**config.mk**
```make
export PLATFORM = sky130hd
export DESIGN_NAME = warp_issue_scheduler_unit
export DESIGN_NICKNAME = d
export VERILOG_FILES = /design/src/hdl/wsu_pkg.sv /design/src/hdl/wsu_datapath.sv /design/src/hdl/wsu_controller.sv /design/src/hdl/warp_issue_scheduler_unit.sv
export SDC_FILE = /design/constraint.sdc
export NUM_CORES = 1
export LEC_CHECK = 0
export BUFFER_PORTS_ARGS = -buffer_cell sky130_fd_sc_hd__buf_2
export CORE_ASPECT_RATIO = 1.75
export CORE_MARGIN = 2
export CORE_UTILIZATION = 62
export DETAILED_ROUTE_END_ITERATION = 6
export PLACE_DENSITY = 0.76
export SYNTH_ARGS = -nofsm -noshare
export SYNTH_HDL_FRONTEND = slang
export SYNTH_HIERARCHICAL = 1
export SYNTH_SLANG_ARGS = --single-unit
```
**constraint.sdc**
```tcl
create_clock -name i_clk -period 7.71 [get_ports i_clk]
set_input_delay 0.771 -clock i_clk [delete_from_list [all_inputs] [get_ports i_clk]]
set_output_delay 0.771 -clock i_clk [all_outputs]
set_load 0.05 [all_outputs]
```
**src/hdl/wsu_pkg.sv**
```systemverilog
`timescale 1ns / 1ps
// ----------------------------------------------------------------------------
// Warp issue scheduler package
// Shared constants, payload types and the controller/datapath interface.
// ----------------------------------------------------------------------------
package wsu_pkg;

    localparam int WARP_COUNT_DEF = 8;
    localparam int MASK_BITS      = 8;
    localparam int WIDX_W         = 3;
    localparam int AGE_W          = 32;

    typedef struct packed {
        logic [MASK_BITS-1:0] active_mask;
        logic [MASK_BITS-1:0] stalled_mask;
    } t_sched_req;

    typedef struct packed {
        logic              warp_found;
        logic [WIDX_W-1:0] warp_index;
    } t_sched_rsp;

    typedef struct packed {
        logic load;
        logic scan_step;
        logic finish_fast;
        logic finish_scan;
    } t_ctrl_cmd;

    typedef struct packed {
        logic fast_hit;
        logic scan_last;
        logic out_free;
    } t_dp_status;

endpackage

```
**src/hdl/wsu_datapath.sv**
```systemverilog
`timescale 1ns / 1ps
// ----------------------------------------------------------------------------
// Warp issue scheduler datapath
// Policy register, request mask, warp ages, greedy state and result register.
// ----------------------------------------------------------------------------
module wsu_datapath #(
    parameter int WARP_COUNT = wsu_pkg::WARP_COUNT_DEF
) (
    input  logic               i_clk,
    input  logic               i_rst_n,
    input  logic               i_cfg_we,
    input  logic               i_cfg_wdata,
    input  wsu_pkg::t_sched_req i_req,
    input  wsu_pkg::t_ctrl_cmd  i_cmd,
    input  logic               i_out_ready,
    output wsu_pkg::t_dp_status o_status,
    output logic               o_out_valid,
    output wsu_pkg::t_sched_rsp o_out_data
);
    import wsu_pkg::*;

    localparam int LANES = (WARP_COUNT < MASK_BITS) ? WARP_COUNT : MASK_BITS;
    localparam int IDX_W = (LANES > 1) ? $clog2(LANES) : 1;
    localparam logic [MASK_BITS-1:0] LANE_MASK = {MASK_BITS{1'b1}} >> (MASK_BITS - LANES);

    logic                 r_mode;
    logic [MASK_BITS-1:0] r_ready;
    logic [AGE_W-1:0]     r_age [LANES];
    logic [IDX_W-1:0]     r_idx;
    logic [AGE_W-1:0]     r_best;
    logic [WIDX_W-1:0]    r_pick;
    logic                 r_found;
    logic                 r_greedy_valid;
    logic [WIDX_W-1:0]    r_greedy_warp;
    logic                 r_out_valid;
    t_sched_rsp           r_out_data;

    logic [WIDX_W-1:0] first_idx;
    logic              any_ready;
    logic              greedy_hit;
    logic [WIDX_W-1:0] scan_warp;
    logic              scan_ready;
    logic [AGE_W-1:0]  age_inc;
    logic              take;
    logic [IDX_W-1:0]  pick_slot;

    always_comb begin
        first_idx = '0;
        for (int w = MASK_BITS - 1; w >= 0; w--) begin
            if (r_ready[w]) begin
                first_idx = WIDX_W'(w);
            end
        end
    end

    assign any_ready  = |r_ready;
    assign greedy_hit = r_greedy_valid && r_ready[r_greedy_warp];
    assign scan_warp  = WIDX_W'(r_idx);
    assign scan_ready = r_ready[scan_warp];
    assign age_inc    = r_age[r_idx] + AGE_W'(1);
    assign take       = scan_ready && (age_inc >= r_best);
    assign pick_slot  = r_pick[IDX_W-1:0];

    assign o_status.fast_hit  = !r_mode || greedy_hit;
    assign o_status.scan_last = (r_idx == IDX_W'(LANES - 1));
    assign o_status.out_free  = !r_out_valid || i_out_ready;

    assign o_out_valid = r_out_valid;
    assign o_out_data  = r_out_data;

    always_ff @(posedge i_clk) begin
        if (!i_rst_n) begin
            r_mode         <= 1'b0;
            r_greedy_valid <= 1'b0;
            r_greedy_warp  <= '0;
            r_out_valid    <= 1'b0;
            for (int w = 0; w < LANES; w++) begin
                r_age[w] <= '0;
            end
        end else begin
            if (i_cfg_we) begin
                r_mode <= i_cfg_wdata;
            end
            if (r_out_valid && i_out_ready) begin
                r_out_valid <= 1'b0;
            end
            if (i_cmd.scan_step && scan_ready) begin
                r_age[r_idx] <= age_inc;
            end
            if (i_cmd.finish_fast) begin
                r_out_valid <= 1'b1;
            end
            if (i_cmd.finish_scan) begin
                r_out_valid    <= 1'b1;
                r_greedy_valid <= r_found;
                if (r_found) begin
                    r_greedy_warp     <= r_pick;
                    r_age[pick_slot]  <= '0;
                end
            end
        end
    end

    always_ff @(posedge i_clk) begin
        if (i_cmd.load) begin
            r_ready <= i_req.active_mask & ~i_req.stalled_mask & LANE_MASK;
            r_idx   <= '0;
            r_best  <= '0;
            r_pick  <= '0;
            r_found <= 1'b0;
        end
        if (i_cmd.scan_step) begin
            r_idx <= r_idx + IDX_W'(1);
            if (take) begin
                r_best  <= age_inc;
                r_pick  <= scan_warp;
                r_found <= 1'b1;
            end
        end
        if (i_cmd.finish_fast) begin
            if (r_mode) begin
                r_out_data.warp_found <= 1'b1;
                r_out_data.warp_index <= r_greedy_warp;
            end else begin
                r_out_data.warp_found <= any_ready;
                r_out_data.warp_index <= first_idx;
            end
        end
        if (i_cmd.finish_scan) begin
            r_out_data.warp_found <= r_found;
            r_out_data.warp_index <= r_found ? r_pick : '0;
        end
    end

endmodule

```
**src/hdl/wsu_controller.sv**
```systemverilog
`timescale 1ns / 1ps
// ----------------------------------------------------------------------------
// Warp issue scheduler controller
// Sequences request intake, the fast decision, the age sweep and the commit.
// ----------------------------------------------------------------------------
module wsu_controller (
    input  logic                i_clk,
    input  logic                i_rst_n,
    input  logic                i_in_valid,
    input  wsu_pkg::t_dp_status i_status,
    output logic                o_in_ready,
    output wsu_pkg::t_ctrl_cmd  o_cmd
);
    import wsu_pkg::*;

    typedef enum logic [1:0] {
        S_IDLE,
        S_EVAL,
        S_SCAN,
        S_COMMIT
    } t_state;

    t_state r_state;
    t_state n_state;

    always_comb begin
        n_state    = r_state;
        o_in_ready = 1'b0;
        o_cmd      = '0;
        unique case (r_state)
            S_IDLE: begin
                o_in_ready = 1'b1;
                if (i_in_valid) begin
                    o_cmd.load = 1'b1;
                    n_state    = S_EVAL;
                end
            end
            S_EVAL: begin
                if (!i_status.fast_hit) begin
                    n_state = S_SCAN;
                end else if (i_status.out_free) begin
                    o_cmd.finish_fast = 1'b1;
                    n_state           = S_IDLE;
                end
            end
            S_SCAN: begin
                o_cmd.scan_step = 1'b1;
                if (i_status.scan_last) begin
                    n_state = S_COMMIT;
                end
            end
            S_COMMIT: begin
                if (i_status.out_free) begin
                    o_cmd.finish_scan = 1'b1;
                    n_state           = S_IDLE;
                end
            end
            default: begin
                n_state = S_IDLE;
            end
        endcase
    end

    always_ff @(posedge i_clk) begin
        if (!i_rst_n) begin
            r_state <= S_IDLE;
        end else begin
            r_state <= n_state;
        end
    end

endmodule

```
**src/hdl/warp_issue_scheduler_unit.sv**
```systemverilog
`timescale 1ns / 1ps
// ----------------------------------------------------------------------------
// Warp issue scheduler
// Picks one ready warp per request, lowest index first or greedy then oldest.
// ----------------------------------------------------------------------------
// One request is in work at a time. A request accepted in lowest-index mode,
// or in greedy-then-oldest mode while the greedy warp is still ready, is
// decided in the evaluate state and written to the result register, and the
// controller then returns to idle for the next request. Otherwise the ages of
// the first min(WARP_COUNT, 8) warps are swept by a single increment-and-compare
// unit, one warp per cycle, and the result is written in the commit state.
// A result still waiting in the result register holds the decision back until
// it is taken. The result register lets the next request be accepted while the
// previous result waits to be taken.
module warp_issue_scheduler_unit #(
    parameter int WARP_COUNT = wsu_pkg::WARP_COUNT_DEF
) (
    input  logic                i_clk,
    input  logic                i_rst_n,
    input  logic                i_cfg_we,
    input  logic                i_cfg_wdata,
    input  logic                i_in_valid,
    output logic                o_in_ready,
    input  wsu_pkg::t_sched_req i_in_data,
    output logic                o_out_valid,
    input  logic                i_out_ready,
    output wsu_pkg::t_sched_rsp o_out_data
);
    import wsu_pkg::*;

    localparam int LANES = (WARP_COUNT < MASK_BITS) ? WARP_COUNT : MASK_BITS;

    t_ctrl_cmd  cmd;
    t_dp_status status;

    wsu_controller u_ctrl (
        .i_clk      (i_clk),
        .i_rst_n    (i_rst_n),
        .i_in_valid (i_in_valid),
        .i_status   (status),
        .o_in_ready (o_in_ready),
        .o_cmd      (cmd)
    );

    wsu_datapath #(
        .WARP_COUNT (WARP_COUNT)
    ) u_dp (
        .i_clk       (i_clk),
        .i_rst_n     (i_rst_n),
        .i_cfg_we    (i_cfg_we),
        .i_cfg_wdata (i_cfg_wdata),
        .i_req       (i_in_data),
        .i_cmd       (cmd),
        .i_out_ready (i_out_ready),
        .o_status    (status),
        .o_out_valid (o_out_valid),
        .o_out_data  (o_out_data)
    );

    a_busy_after_transfer: assert property (@(posedge i_clk) disable iff (!i_rst_n)
        (i_in_valid && o_in_ready) |=> !o_in_ready)
        else $error("Input ready while a request is in work.");

    a_result_from_request: assert property (@(posedge i_clk) disable iff (!i_rst_n)
        $rose(o_out_valid) |-> $past(!o_in_ready))
        else $error("Result published with no request in work.");

    a_index_in_range: assert property (@(posedge i_clk) disable iff (!i_rst_n)
        o_out_valid |-> (o_out_data.warp_found ? (32'(o_out_data.warp_index) < LANES)
                                               : (o_out_data.warp_index == '0)))
        else $error("Result index out of range.");

    a_one_command: assert property (@(posedge i_clk) disable iff (!i_rst_n)
        $onehot0({cmd.load, cmd.scan_step, cmd.finish_fast, cmd.finish_scan}))
        else $error("Conflicting datapath commands.");

endmodule

```
; ---- Yosys cells after proc, flatten, opt, wreduce, memory -nomap -nowiden
; Memories as Yosys holds them, arrays and structs flattened. A register that Yosys moved wholly into a read port is not among the register bits.
; Index checks and enable logic that the tools add are counted.
[classes]
n_addsub = 2
order_cmp = 3
n_eq_ne = 6
n_mux = 58
n_bitwise = 2
reduce_logical = 17
[op_table]
columns = operator, count
row1 = 32-bit two-way mux, 5
row2 = 32-bit OR reduction, 2
row3 = 3-bit two-way mux, 17
row4 = "32-bit by 1-bit adder with 32-bit output, second input constant", 1
row5 = 32-bit greater-or-equal comparator, 1
row6 = 1-bit two-way mux, 26
row7 = 4-bit two-way mux, 3
row8 = 8-bit AND, 1
row9 = "3-bit by 4-bit less-than comparator with 1-bit output, second input constant", 2
row10 = 2-bit two-way mux, 4
row11 = 8-bit inverter, 1
row12 = 2-bit case mux with 4 select lines, 1
row13 = 8-bit OR reduction, 1
row14 = 1-bit binary-select mux with 3-bit select, 2
row15 = "2-bit equality test, second input constant", 2
row16 = 1-bit logical AND, 4
row17 = "2-bit != test, second input constant", 2
row18 = 2-bit AND reduction, 2
row19 = 2-bit nonzero test, 2
row20 = "3-bit by 1-bit adder with 3-bit output, second input constant", 1
row21 = "3-bit equality test, second input constant", 1
row22 = 3-bit nonzero test, 1
row23 = "2-bit by 1-bit equality test with 1-bit output, second input constant", 1
row24 = 1-bit zero test, 2
row25 = other kinds (2), 3
[word_totals]
register_bits = 59
ram_bits = 256
out_inout_bits = 6
wordCells = 101
mem_count = 1
[memory_table]
columns = memory, depth, word_bits, rd, rd_clocked_by_memory_dff, wr, line
row1 = u_dp.r_age, 8, 32, 1, 1, 8, wsu_datapath.sv:28  ; logic [AGE_W-1:0] r_age [LANES];

; ---- Depth between registers and ports, before layout
; Gate-level depths: netlist (run 1).
[logic_depth]
word_depth = 11
depth_mapped = 22
mapped_depth_nobuf = 16

; ---- By module
; The synthesis (run 1) kept the hierarchy.
[by_module_without_submodules]
columns = mod, instances, cells_per_inst, area_per_inst_um2
row1 = wsu_datapath, 1, 1435, 14840.5
row2 = wsu_controller, 1, 14, 128.9

; ---- Worst setup path after synthesis (run 1)
; Ideal clock, no wire load.
[synth_timing]
path_kind = flip-flop to flip-flop
start = register (tool-made name)
end = register u_dp.r_best[30]
t_arrival_ns = 5.268
required_ns = 7.589
slack_ns = 2.321
path_stages_with_launch = 23
n_path_buf = 8
period_less_slack_ns = 5.389
cell_sequence = dfxtp_1 -> buf_2 -> buf_1 -> buf_2 -> buf_2 -> buf_2 -> mux2_2 -> ha_1 -> and2_1 -> nand4_2 -> nor3_2 -> buf_4 -> xor2_1 -> ha_1 -> nand2_1 -> or3_1 -> nor2_1 -> o211ai_1 -> a311oi_1 -> o211a_1 -> clkbuf_1 -> clkbuf_1 -> mux2_2
[synth_rtl]
columns = element, line
row1 = end signal: assignment, wsu_datapath.sv:115  ; r_best <= age_inc;
row2 = end: declaration, wsu_datapath.sv:30  ; logic [AGE_W-1:0] r_best;

==> results list, run 1 <==
* Run status: finished, final reports clean
- Final critical delay including setup and external delays: 6.10 ns
- The die covers around 0.025 mm².
* Setup repair bufs after CTS: 0
* Filler cell count: 1797
- Worst rel slew slack: 23.7%
- Synthesis-to-finish area growth: 9.95%
- Power spread over the standard cell area amounts to a little over 200 mW/mm².
- Top-area cell type share of the netlist area: around 40%
- The floorplan step set the die height to 210 µm.
- After synthesis, flip-flops and latches occupy 43.5% of the total area.
* Worst r2r path cells: 15
- Number of nets in the layout: ~1500
- Across all register-to-register paths, the minimum setup slack is approximately 1.6 ns.
* Number of hold buffers added after CTS: 0
- Source-to-sink clock delay at the later pin of the worst-skew pair: approximately 0.56 ns
- Residual DRC count: 0
- Flop and latch count out of synthesis: between 300 and 400
- For the pin with the worst max-slew slack, the measured transition is around 1.1 ns.
- Pins Over Slew Limit: 0
- After routing, the total negative slack on setup checks comes to 0 ns.
* # rows: 75
- Setup violations remaining at the end of the flow were counted as 0.
- CTS placed an instance of sky130_fd_sc_hd__clkbuf_16 at the clock tree root.
- Setup Crit Path Kind: flop to flop
- PortBufs: 27
- Of all flip-flops after synthesis, the portion carrying an async set or reset was 0%.
- First-pass GRT wire length: between 60000 and 70000 µm
* Clock Sink Count: 318
- The multi-input combinational cells in the finished layout cover a total of 0.00783 mm².
- Clock Pin Slew Worst Setup and Hold Paths: about 0.060 ns
* Sum of overflow across all layers after global routing: 0
- Post-cts resize count: 0
- Timing would allow up to 0.164 GHz.
- STA classifies the critical path startpoint as a flop.
* Detailed-route via count: approximately 12000
* All-layer global routing usage: roughly a third
- Netlist cell types: 73
* Maximum number of pins on one net before global-route repair: 93
- Across the run, the number of max-cap violations was 0.
- No sink is reached through more buffers than the 3 on the longest clock path.
- Vias per Instance: approximately 6.5
* Number of instances in the synthesized netlist: about 1400
* Capturing element of the worst setup path: u_dp/r_best[23]
* Setup repair after global routing missed its margin: no
- OpenSTA, run right after detailed placement, puts the worst setup slack at roughly 1.7 ns.
- Avg Synthesized Cell Area: between 10 and 15 µm²
- At the worst endpoint, the required time is approximately 8.2 ns.
- Maximum level of the CTS H-tree: 1
- Worst r2r dst: u_dp/r_best[23]
- Clock Skew: about 0.013 ns
- The synthesized design contains 15 enable-type register cells.
- For this design, the slowest cell found on the critical path is sky130_fd_sc_hd__dfxtp_4.
- STA classifies the critical path endpoint as a flop.
- Number of nets in the synthesized netlist: 1506
* Most common cell after layout, fill and taps aside: sky130_fd_sc_hd__dfxtp_1
- Dividing the detail-routed wire length by the instance count gives 22.6 µm.
- Start point of the worst hold path: u_dp/r_age[4][21]
- Die X: between 100 and 150 µm
- Total CTS buffers: 29
* Post-synth top flop: sky130_fd_sc_hd__dfxtp_1
* Worst IR Drop VDD: approximately 230 µV
* Detail Route Antenna Nets: 0
- The critical path goes through mux4_2 > mux2i_1 > nor4_4 > nand2_1 > nor4b_2 > xnor2_2 > ha_1 > nand4_1 > or3_1 > nor2_1 > o211ai_1 > a311oi_1 > o211a_1 > buf_4 > mux2_2.
* Boundary Pins: 28
* Portion of the clock cycle consumed by the worst path in the final layout: around four fifths
- The pre-antenna-repair detailed-routing pass consisted of 5 iterations.
- For this block, the routed nets add up to slightly above 40000 µm of wire.
* Most frequent cells in the layout: 300 x sky130_fd_sc_hd__dfxtp_1, 144 x sky130_fd_sc_hd__nor2_1, 137 x sky130_fd_sc_hd__a22o_1
* Cell taking the most area after synthesis: sky130_fd_sc_hd__dfxtp_1
- Final Hold Viols: 0
- Cell area after technology mapping: approximately 0.015 mm²
* Via count of the first global-routing pass: about 12000
- Once the floorplan was initialized, standard cells occupied between 60% and 70% of the core.
- Final Total Pwr: ~3.4 mW
- Once routing completed, OpenROAD measured the worst setup slack at between 1.5 and 2 ns.
* Number of violations reported at the end of detailed-routing iteration 0: approximately 870
- Critical Path Max Stage Delay: roughly 0.91 ns
- The min-delay analysis places its worst path in the category flop to flop.
- In this run the standard cell core region covers 0.0238 mm².
* HPWL reported at the end of detailed placement: 26700 µm
- At the end of the flow the core is filled with cells to approximately 69%.
* Clock tree from TritonCTS: built
- Across the whole layout, storage elements account for around 0.0065 mm².
- Data on the critical path arrives at its endpoint at approximately 6.6 ns.
* Antenna violations before repair: 0
- Syn. warnings: 6
- For this design the static power due to leakage is 6.27 nW.
- At the end of routability-driven placement, the weighted congestion stood at around 0.88.
* Proportion of layout cells with a drive suffix above 1: between 10% and 20%
* Largest driver fanout on the critical path: 52
- 0 antenna diodes ended up in the layout.
- Leading cell types by total area after synthesis: sky130_fd_sc_hd__dfxtp_1 41%, sky130_fd_sc_hd__mux4_2 9.8%, sky130_fd_sc_hd__a22o_1 8.0%
routing by layer:
layer | track usage, % | part of all wire, %
met5 | 0 | 0
met4 | 24.2 | 8.1
met2 | 56.4 | 51
met1 | 35.2 | 35
met3 | 4.24 | 6.0
per-stage QoR:
stage | instance area (µm²) | hold slack (ns) | instances
2_1_floorplan | 15000 | 0.420 | 1449
3_3_place_gp | 15400 | 0.429 | 1739
3_5_place_dp | 15400 | 0.440 | 1739
4_1_cts | 16500 | 0.455 | 1791
5_1_grt | 16500 | 0.470 | 1791
6_report | 16500 | 0.458 | 1791
kinds of logic after synthesis:
| logic type | after synthesis | share of synthesized area (%) |
|---|---|---|
| AOI/OAI and AO/OA | 324 | 15.6 |
| muxes | 138 | 15.1 |
| xor gates and xnor gates | 29 | 2.30 |
| adders and majority gates | 35 | 2.93 |
| buffers and inverters | 144 | 4.53 |
| and+or+nand+nor | 461 | 16.1 |
| DFF | 318 | 43.5 |
registers in the layout, summed over array words and instances (netlist names), 2 cells and up, named ones only:
register,cells
u_dp/r_idx,3
u_dp/pick_slot,3
u_dp/r_greedy_warp,3
u_dp/r_ready,8
u_dp/o_out_data,4
u_dp/r_best,32
u_ctrl/r_state,2
u_dp/r_age,256
report_power, final:
group / total, mW / internal [mW] / leakage [nW] / switching, mW
Combinational: 0.160 / 0.0685 / 3.18 / 0.0911
Sequential: 1.71 / 1.67 / 2.59 / 0.0425
Clock: 1.53 / 0.904 / 0.506 / 0.628
Total: 3.40 / 2.64 / 6.27 / 0.761
synthesized netlist by cell type, drive strengths merged, types with 35 or more instances:
cell      n
nand3    69
clkbuf   67
mux2     35
ha       35
a22o    137
o21ai    42
nor2    144
dfxtp   303
nand2   100
inv      47
a31oi    41
a21oi    71
mux4     66
mux2i    37
worst min path at each step:
stage,endpoint,slack (ns),cells after the start
after floorplan,u_dp/r_age[1][16],0.42,2
after global placement,u_dp/r_age[7][16],0.43,2
after detailed placement,u_dp/r_age[4][16],0.44,2
after CTS,u_dp/r_age[4][21],0.45,2
after global routing,u_dp/r_ready[0],0.47,2
final,u_dp/r_age[4][21],0.46,2
layout make-up:
type                    instances  area share [%]
inverters                      48            1.09
clock inverters                 8           0.737
multi-input cells             987            47.5
clock buffers                  44            5.48
repair buffers                 78            3.16
well taps                     308            2.34
flip-flops and latches        318            39.6
critical path, delay by kind of cell (launching register included):
kind / cells / cell delay, ns
flops: 1 / 0.91
mux: 3 / 1.59
compound gates: 3 / 0.72
buf+inv: 1 / 0.44
xor+xnor: 1 / 0.45
fa+ha+maj: 1 / 0.22
simple gates: 6 / 1.61
Power figures use the tool's default switching activity.
==> run 2, diff against run 1 <==
--- a/config.mk
+++ b/config.mk
@@ -8,9 +8,9 @@
 export BUFFER_PORTS_ARGS = -buffer_cell sky130_fd_sc_hd__buf_2
 export CORE_ASPECT_RATIO = 1.75
 export CORE_MARGIN = 2
-export CORE_UTILIZATION = 62
+export CORE_UTILIZATION = 57
 export DETAILED_ROUTE_END_ITERATION = 6
-export PLACE_DENSITY = 0.76
+export PLACE_DENSITY = 0.73
 export SYNTH_ARGS = -nofsm -noshare
 export SYNTH_HDL_FRONTEND = slang
 export SYNTH_HIERARCHICAL = 1
==> constraint.sdc (replaced) <==
create_clock -name i_clk -period 5.6 [get_ports i_clk]
set_input_delay 0.56 -clock i_clk [delete_from_list [all_inputs] [get_ports i_clk]]
set_output_delay 0.56 -clock i_clk [all_outputs]
set_load 0.05 [all_outputs]
==> results list, run 2 (same netlist as run 1, synthesis figures left out) <==
- Flop-to-flop setup slack: 0.32 ns (-1.29 ns)
- Met3 WL post-DR: 2660 µm (+9.7%)
* Initial standard-cell utilization of the core: 57.9% (-4.9 points)
- The hold slack is 0.249 ns (-0.209 ns).
- Max FFs per register: 256 (unchanged)
- The critical path is of the flop to flop type.
- Vias per Instance: 6.48 (-1.0%)
- The detailed router used layers up to and including met4.
- The final core utilization is 64.6% (-4.4 points).
- The deepest level of the CTS H-tree was 1 (unchanged).
- The area of placed instances is 0.0156 mm² (+1.3%).
- The register area was 0.00653 mm² (unchanged).
- Number of hold buffers added after CTS: 0 (unchanged)
- Worst rel slew slack: 21.1% (-2.6 points)
- The final critical path time including I/O delays and setup came to 5.28 ns (-0.820 ns).
- TritonCTS built the clock tree.
- Post-layout worst setup margin: 0.318 ns (-1.29 ns)
* Most common cell after layout, fill and taps aside: sky130_fd_sc_hd__dfxtp_1
- The clock latency at the later pin of the worst-skew pair came to 0.58 ns (+0.02 ns).
- Classification of the worst-slack hold path: input pin to flop
* Largest driver fanout on the critical path: 35 (-33%)
- STA classifies the critical path endpoint as a flop.
* Startpoint Class: flop
* All-layer global routing usage: 31.2% (-1.1 points)
- Number of nets in the layout: 1543 (+1.6%)
- Worst path arrival time: 5.74 ns (-0.81 ns)
- Area used by multi-input combinational logic: 0.00783 mm² (about the same)
- u_dp/r_age holds more flip-flops than any other register.
- The static leakage power was 6.40 nW (+2.0%).
* Final RePlAce weighted congestion: 0.944 (+7.4%)
- The number of global-route vias before repair was 12100 (+0.90%).
* Clock Pin Slew Worst Setup and Hold Paths: 0.06 ns (about the same)
- Sum of routed wire length over all layers: 43600 µm (+7.4%)
- Area of the core: 0.0259 mm² (+8.5%)
- Proportion of layout cells with a drive suffix above 1: 20.1% (+1.3 points)
- The number of fillers in the final layout came to 2023 (+13%).
- The number of buffers on the longest clock path came to 3 (unchanged).
- Clock Sink Count: 318 (unchanged)
- Endpoints failing setup: 0 (unchanged)
- Most frequent cells in the layout: 300 x sky130_fd_sc_hd__dfxtp_1, 143 x sky130_fd_sc_hd__nor2_1, 137 x sky130_fd_sc_hd__a22o_1
- Portion of the clock cycle consumed by the worst path in the final layout: 94.3% (+15 points)
- Maximum clock rate: 0.189 GHz (+16%)
- The largest net degree at the start of global routing was 60 (-35%).
- HPWL reported at the end of detailed placement: 28900 µm (+8.3%)
- Diode insertion count for antenna repair: 0 (unchanged)
* Summed area of non-filler cells in the final layout: 0.0167 mm² (+1.6%)
* Overall die area: 0.0276 mm² (+8.5%)
- In this run the clock root is driven by a sky130_fd_sc_hd__clkbuf_16.
- Detailed-route via count: 11800 (+1.1%)
- The number of antenna violations at the first check in global routing came to 0 (unchanged).
* Final Hold Viols: 0 (unchanged)
- The run finished with clean final reports.
* Synthesis-to-finish area growth: 11.7%
- The setup slack at placement was 0.395 ns (-1.28 ns).
- Setup repair after global routing left no endpoint under its margin.
* Max-cap violations: 0 (unchanged)
- The setup total negative slack came to 0 ns (unchanged).
- The detailed-route wire length per cell came to 23.8 µm (+5.1%).
* Met2 layer wire length in the routed design: 21500 µm (+4.3%)
* Regs by FF count: u_dp/r_age: 256 flops, u_dp/r_best: 32 flops, u_dp/r_ready: 8 flops
- Detail Route Antenna Nets: 0 (unchanged)
- The total overflow reported by the global router was 0 (unchanged).
- The DRC marker count from the first detailed-route iteration is 1113 (+28%).
- Ratio of total power to cell area: 283 mW/mm² (+37%)
* Die X: 127 µm (+4.1%)
- The max-slew violation count is 0 (unchanged).
* Clock Skew: 0.0141 ns (+0.000752 ns)
- The quantity of I/O buffers inserted on ports is 27 (unchanged).
- Required time at the endpoint of the critical path: 6.06 ns (-2.09 ns)
- Total CTS buffers: 30 (+3.4%)
- The wire length of the first global-routing pass came to 66700 µm (+4.1%).
* # rows: 78 (+4.0%)
- The post-route met1 wirelength came to 15500 µm (+9.2%).
- Boundary Pins: 28 (unchanged)
* Floorplan die height: 218 µm (+4.2%)
- The transition at the pin with the smallest max-transition slack was 1.17 ns (+0.0339 ns).
- The count of unresolved DRC violations after routing was 0 (unchanged).
- TritonRoute pass-1 iters: 5 (unchanged)
- The maximum ir drop on the vdd rail came to 295 µV (+29%).
## run 2: changes by cell type in the layout (fill, tap and decap cells not counted), sizes merged
cell | before | now
clkinvlp | 1 | 2
bufinv | 3 | 2
buf | 78 | 101
clkbuf | 44 | 47
clkinv | 4 | 5
inv | 48 | 47
## run 2: routing by layer
metal  vias to the layer above  GRT usage (%)
met4                         0           24.3
li1                       5390              -
met1                      5710           34.2
met2                       526           54.2
met5                         -              0
met3                       219           3.99
## run 2: final timing paths
| check | from | endpoint | cells past startpoint |
|---|---|---|---|
| setup / recovery | flop | u_dp/r_best[23] | 15 |
| hold / removal | i_cfg_wdata | u_dp/r_mode | 3 |
| setup reg to reg | flop | u_dp/r_best[23] | 15 |
| hold reg to reg | u_dp/r_age[2][21] | u_dp/r_age[2][21] | 2 |
## run 2: per-stage QoR
stage	total power [mW]	std cells
4_1_cts	4.75	1828
2_1_floorplan	2.57	1449
3_5_place_dp	2.64	1773
5_1_grt	4.86	1829
3_3_place_gp	2.63	1773
6_report	4.73	1829
## run 2: layout make-up
| class | instances | area share [%] |
|---|---|---|
| Timing Repair Buffer | 101 | 4.42 |
| Clock inverter | 8 | 0.591 |
| Tap cell | 320 | 2.40 |
| Sequential cell | 318 | 39.0 |
| Clock buffer | 47 | 5.66 |
| Inverter | 48 | 1.08 |
| Multi-Input combinational cell | 987 | 46.8 |
## run 2: power breakdown
part,leakage [nW],total (mW),switching [mW],internal [mW]
sequential,2.59,2.34,0.0485,2.30
clock,0.511,2.14,0.890,1.25
combinational,3.30,0.251,0.149,0.103
## run 2: critical path: stages, from the launching register on
cell	delay (ns)
sky130_fd_sc_hd__dfxtp_4	0.76
sky130_fd_sc_hd__mux4_1	0.36
sky130_fd_sc_hd__mux2i_1	0.18
sky130_fd_sc_hd__nor4_4	0.50
sky130_fd_sc_hd__nand4_2	0.34
sky130_fd_sc_hd__nor4_4	0.58
sky130_fd_sc_hd__nor2_1	0.18
sky130_fd_sc_hd__ha_1	0.32
sky130_fd_sc_hd__nand4_1	0.12
sky130_fd_sc_hd__or3_1	0.41
sky130_fd_sc_hd__nor2_1	0.17
sky130_fd_sc_hd__o211ai_1	0.11
sky130_fd_sc_hd__a311oi_1	0.22
sky130_fd_sc_hd__o211a_1	0.19
sky130_fd_sc_hd__buf_4	0.32
sky130_fd_sc_hd__mux2_2	0.38
## run 2: repair_timing
action | 4_1_cts | 5_1_grt
resized for setup | 0 | 0
endpoints found under the hold margin | 0 | 0
endpoints found under the setup margin | 0 | 16
buffers inserted | 0 | 1
==> run 3, diff against run 2 <==
--- a/config.mk
+++ b/config.mk
@@ -8,9 +8,9 @@
 export BUFFER_PORTS_ARGS = -buffer_cell sky130_fd_sc_hd__buf_2
 export CORE_ASPECT_RATIO = 1.75
 export CORE_MARGIN = 2
-export CORE_UTILIZATION = 57
+export CORE_UTILIZATION = 62
 export DETAILED_ROUTE_END_ITERATION = 6
-export PLACE_DENSITY = 0.73
+export PLACE_DENSITY = 0.76
 export SYNTH_ARGS = -nofsm -noshare
 export SYNTH_HDL_FRONTEND = slang
 export SYNTH_HIERARCHICAL = 1
==> constraint.sdc (replaced) <==
create_clock -name i_clk -period 4.95 [get_ports i_clk]
set_input_delay 0.495 -clock i_clk [delete_from_list [all_inputs] [get_ports i_clk]]
set_output_delay 0.495 -clock i_clk [all_outputs]
set_load 0.05 [all_outputs]
==> results list, run 3 (same netlist as run 1, synthesis figures left out) <==
- The maximum frequency from static timing analysis came to 0.212 GHz (+12%).
- The setup-violating endpoint count in the final report was 0 (unchanged).
- The wire length of the first global-routing pass is 66100 µm (-0.95%).
* Maximum number of pins on one net before global-route repair: 105 (+75%)
* Ratio of total power to cell area: 312 mW/mm² (+10%)
- Startpoint Class: flop
- Number of nets in the layout: 1563 (+1.3%)
* Clock Sink Count: 318 (unchanged)
* Synthesis-to-finish area growth: 12.6%
- Reg with most FFs: u_dp/r_age
* Critical path endpoint category: flop
* Routed WL per cell: 23.1 µm (-2.9%)
* Boundary Pins: 28 (unchanged)
* Most frequent cells in the layout: 300 x sky130_fd_sc_hd__dfxtp_1, 144 x sky130_fd_sc_hd__nor2_1, 137 x sky130_fd_sc_hd__a22o_1
- Actual slew at the worst max-slew pin: 1.27 ns (+0.100 ns)
- The area of the die is 0.0255 mm² (-7.9%).
* Clock Skew: 0.0139 ns (-0.000167 ns)
* Post-layout worst setup margin: 0.242 ns (-0.0753 ns)
- Worst IR Drop VDD: 280 µV (-4.9%)
- The count of instances resized after the clock tree is built came to 0 (unchanged).
- The antenna cell count is 0 (unchanged).
- The number of fillers in the final layout came to 1793 (-11%).
- The half-perimeter wire length after placement came to 27800 µm (-3.8%).
* Sum of overflow across all layers after global routing: 0 (unchanged)
- Setup Crit Path Kind: flop to flop
- Run status: finished, final reports clean
- The core box area came to 0.0238 mm² (-7.8%).
- Traced cell by cell, the critical path runs through buf_4 > mux4_2 > mux2i_1 > or3_1 > nor2_1 > nor4b_4 > xor2_2 > inv_1 > ha_1 > nand4_1 > or3_1 > nor2_1 > o211ai_1 > a311oi_1 > o211a_1 > buf_12 > mux2_2.
- Critical Path Max Stage Delay: 0.77 ns (about the same)
- The final core utilization came to 70.7% (+6.1 points).
- Critical-path cell with the highest stage delay: sky130_fd_sc_hd__dfxtp_2
- Final RePlAce weighted congestion: 0.913 (-3.3%)
- Setup TNS: 0 ns (unchanged)
- The setup slack at placement was 0.228 ns (-0.168 ns).
* Die X: 121 µm (-4.0%)
- The DRC marker count from the first detailed-route iteration came to 1218 (+9.4%).
* Worst path arrival time: 5.16 ns (-0.58 ns)
* Maximum buffer depth of the clock tree: 3 (unchanged)
- Final critical delay including setup and external delays: 4.71 ns (-0.575 ns)
* Static power due to leakage: 6.50 nW (+1.6%)
- # rows: 75 (-3.8%)
- The overall via count from detail_route is 12100 (+1.9%).
- The deepest level of the CTS H-tree is 1 (unchanged).
- Clock tree from TritonCTS: built
- The largest registers in the layout are u_dp/r_age: 256 flops, u_dp/r_best: 32 flops, u_dp/r_ready: 8 flops.
- Pins Over Slew Limit: 0 (unchanged)
- CTS Root Cell: sky130_fd_sc_hd__clkbuf_16
- The height of the die was 210 µm (-4.0%).
- Setup repair after global routing left no endpoint under its margin.
- Max-cap violations: 0 (unchanged)
* Total CTS buffers: 28 (-6.7%)
- Detail Route Antenna Nets: 0 (unchanged)
* Final Total Pwr: 5.25 mW (+11%)
* Max FFs per register: 256 (unchanged)
- Sum of routed wire length over all layers: 42200 µm (-3.0%)
* Clock Pin Slew Worst Setup and Hold Paths: 0.06 ns (about the same)
- The proportion of layout cells with a drive suffix above 1 was 20.8% (+0.64 points).
- TritonRoute pass-1 iters: 6 (+1)
- The number of antenna violations at the first check in global routing is 0 (unchanged).
- PortBufs: 27 (unchanged)
- In this run the worst hold path is classified as input pin to flop.
- Required time at the endpoint of the critical path: 5.40 ns (-0.66 ns)
- Final Hold Viols: 0 (unchanged)
- Via count of the first global-routing pass: 12200 (+0.16%)
- The count of unresolved DRC violations after routing was 0 (unchanged).
* All-layer global routing usage: 33.6% (+2.4 points)
- The via count normalized by instance count was 6.60 (+1.9%).
* Initial standard-cell utilization of the core: 62.8% (+4.9 points)
- Leaving out fill and tap cells, the most frequent cell in the layout is sky130_fd_sc_hd__dfxtp_1.
- The max-slew headroom at the worst pin came to 14.4% (-6.7 points).
* Largest driver fanout on the critical path: 24 (-31%)
- Source-to-sink clock delay at the later pin of the worst-skew pair: 0.56 ns (-0.02 ns)
* Portion of the clock cycle consumed by the worst path in the final layout: 95.1% (+0.78 points)
## run 3: cell types whose count changed in the layout (fill, tap and decap cells not counted), sizes merged
cell      before  now
buf          101  123
bufinv         2    4
clkbuf        47   36
clkinv         5    4
clkinvlp       2    1
## run 3: worst max-delay path: cells and delay by family (launching register included)
| kind | cells | cell delay, ns |
|---|---|---|
| AOI/OAI and AO/OA | 3 | 0.57 |
| xor gates and xnor gates | 1 | 0.18 |
| adders and majority gates | 1 | 0.30 |
| buffers and inverters | 3 | 0.58 |
| DFF | 1 | 0.77 |
| muxes | 3 | 0.72 |
| and+or+nand+nor | 6 | 1.44 |
## run 3: repair_timing
| item | 4_1_cts | 5_1_grt |
|---|---|---|
| hold buffers | 0 | 0 |
| endpoints found under the setup margin | 0 | 15 |
| buffers inserted | 0 | 9 |
## run 3: metrics by stage
step | hold WS [ns] | instances | area, µm²
3_5_place_dp | 0.442 | 1775 | 15800
2_1_floorplan | 0.420 | 1449 | 15000
5_1_grt | 0.204 | 1828 | 16900
6_report | 0.202 | 1828 | 16900
3_3_place_gp | 0.430 | 1775 | 15800
4_1_cts | 0.187 | 1819 | 16800
## run 3: layout make-up
| type | count | area (µm²) | share of cell area [%] |
|---|---|---|---|
| Sequential cell | 318 | 6530 | 38.7 |
| Timing Repair Buffer | 123 | 983 | 5.84 |
| Inverter | 48 | 180 | 1.07 |
| Clock inverter | 8 | 143 | 0.846 |
| Tap cell | 308 | 385 | 2.29 |
| Multi-Input combinational cell | 987 | 7830 | 46.5 |
| Clock buffer | 36 | 803 | 4.77 |
## run 3: worst paths after layout
path                                         from  cells after the start                 to  slack, ns
worst min register to register  u_dp/r_age[1][31]                      2  u_dp/r_age[1][31]       0.45
worst min-delay path                 i_in_data[2]                      2    u_dp/r_ready[2]       0.20
worst max register to register               flop                     17     u_dp/r_best[1]       0.24
worst max-delay path                         flop                     17     u_dp/r_best[1]       0.24
## run 3: power by group
part	switching (mW)	internal (mW)
clock network	0.952	1.34
logic	0.189	0.139
registers	0.0346	2.60
total	1.18	4.07
## run 3: layer usage
layer	share of wire, %	vias to the layer above	wire length, µm	GRT usage (%)
li1	-	5427	-	-
met4	6.2	0	2620	20.5
met5	0	-	0	0
met3	6.9	178	2910	3.72
met1	35	5863	14800	38.3
met2	52	598	21900	59.5
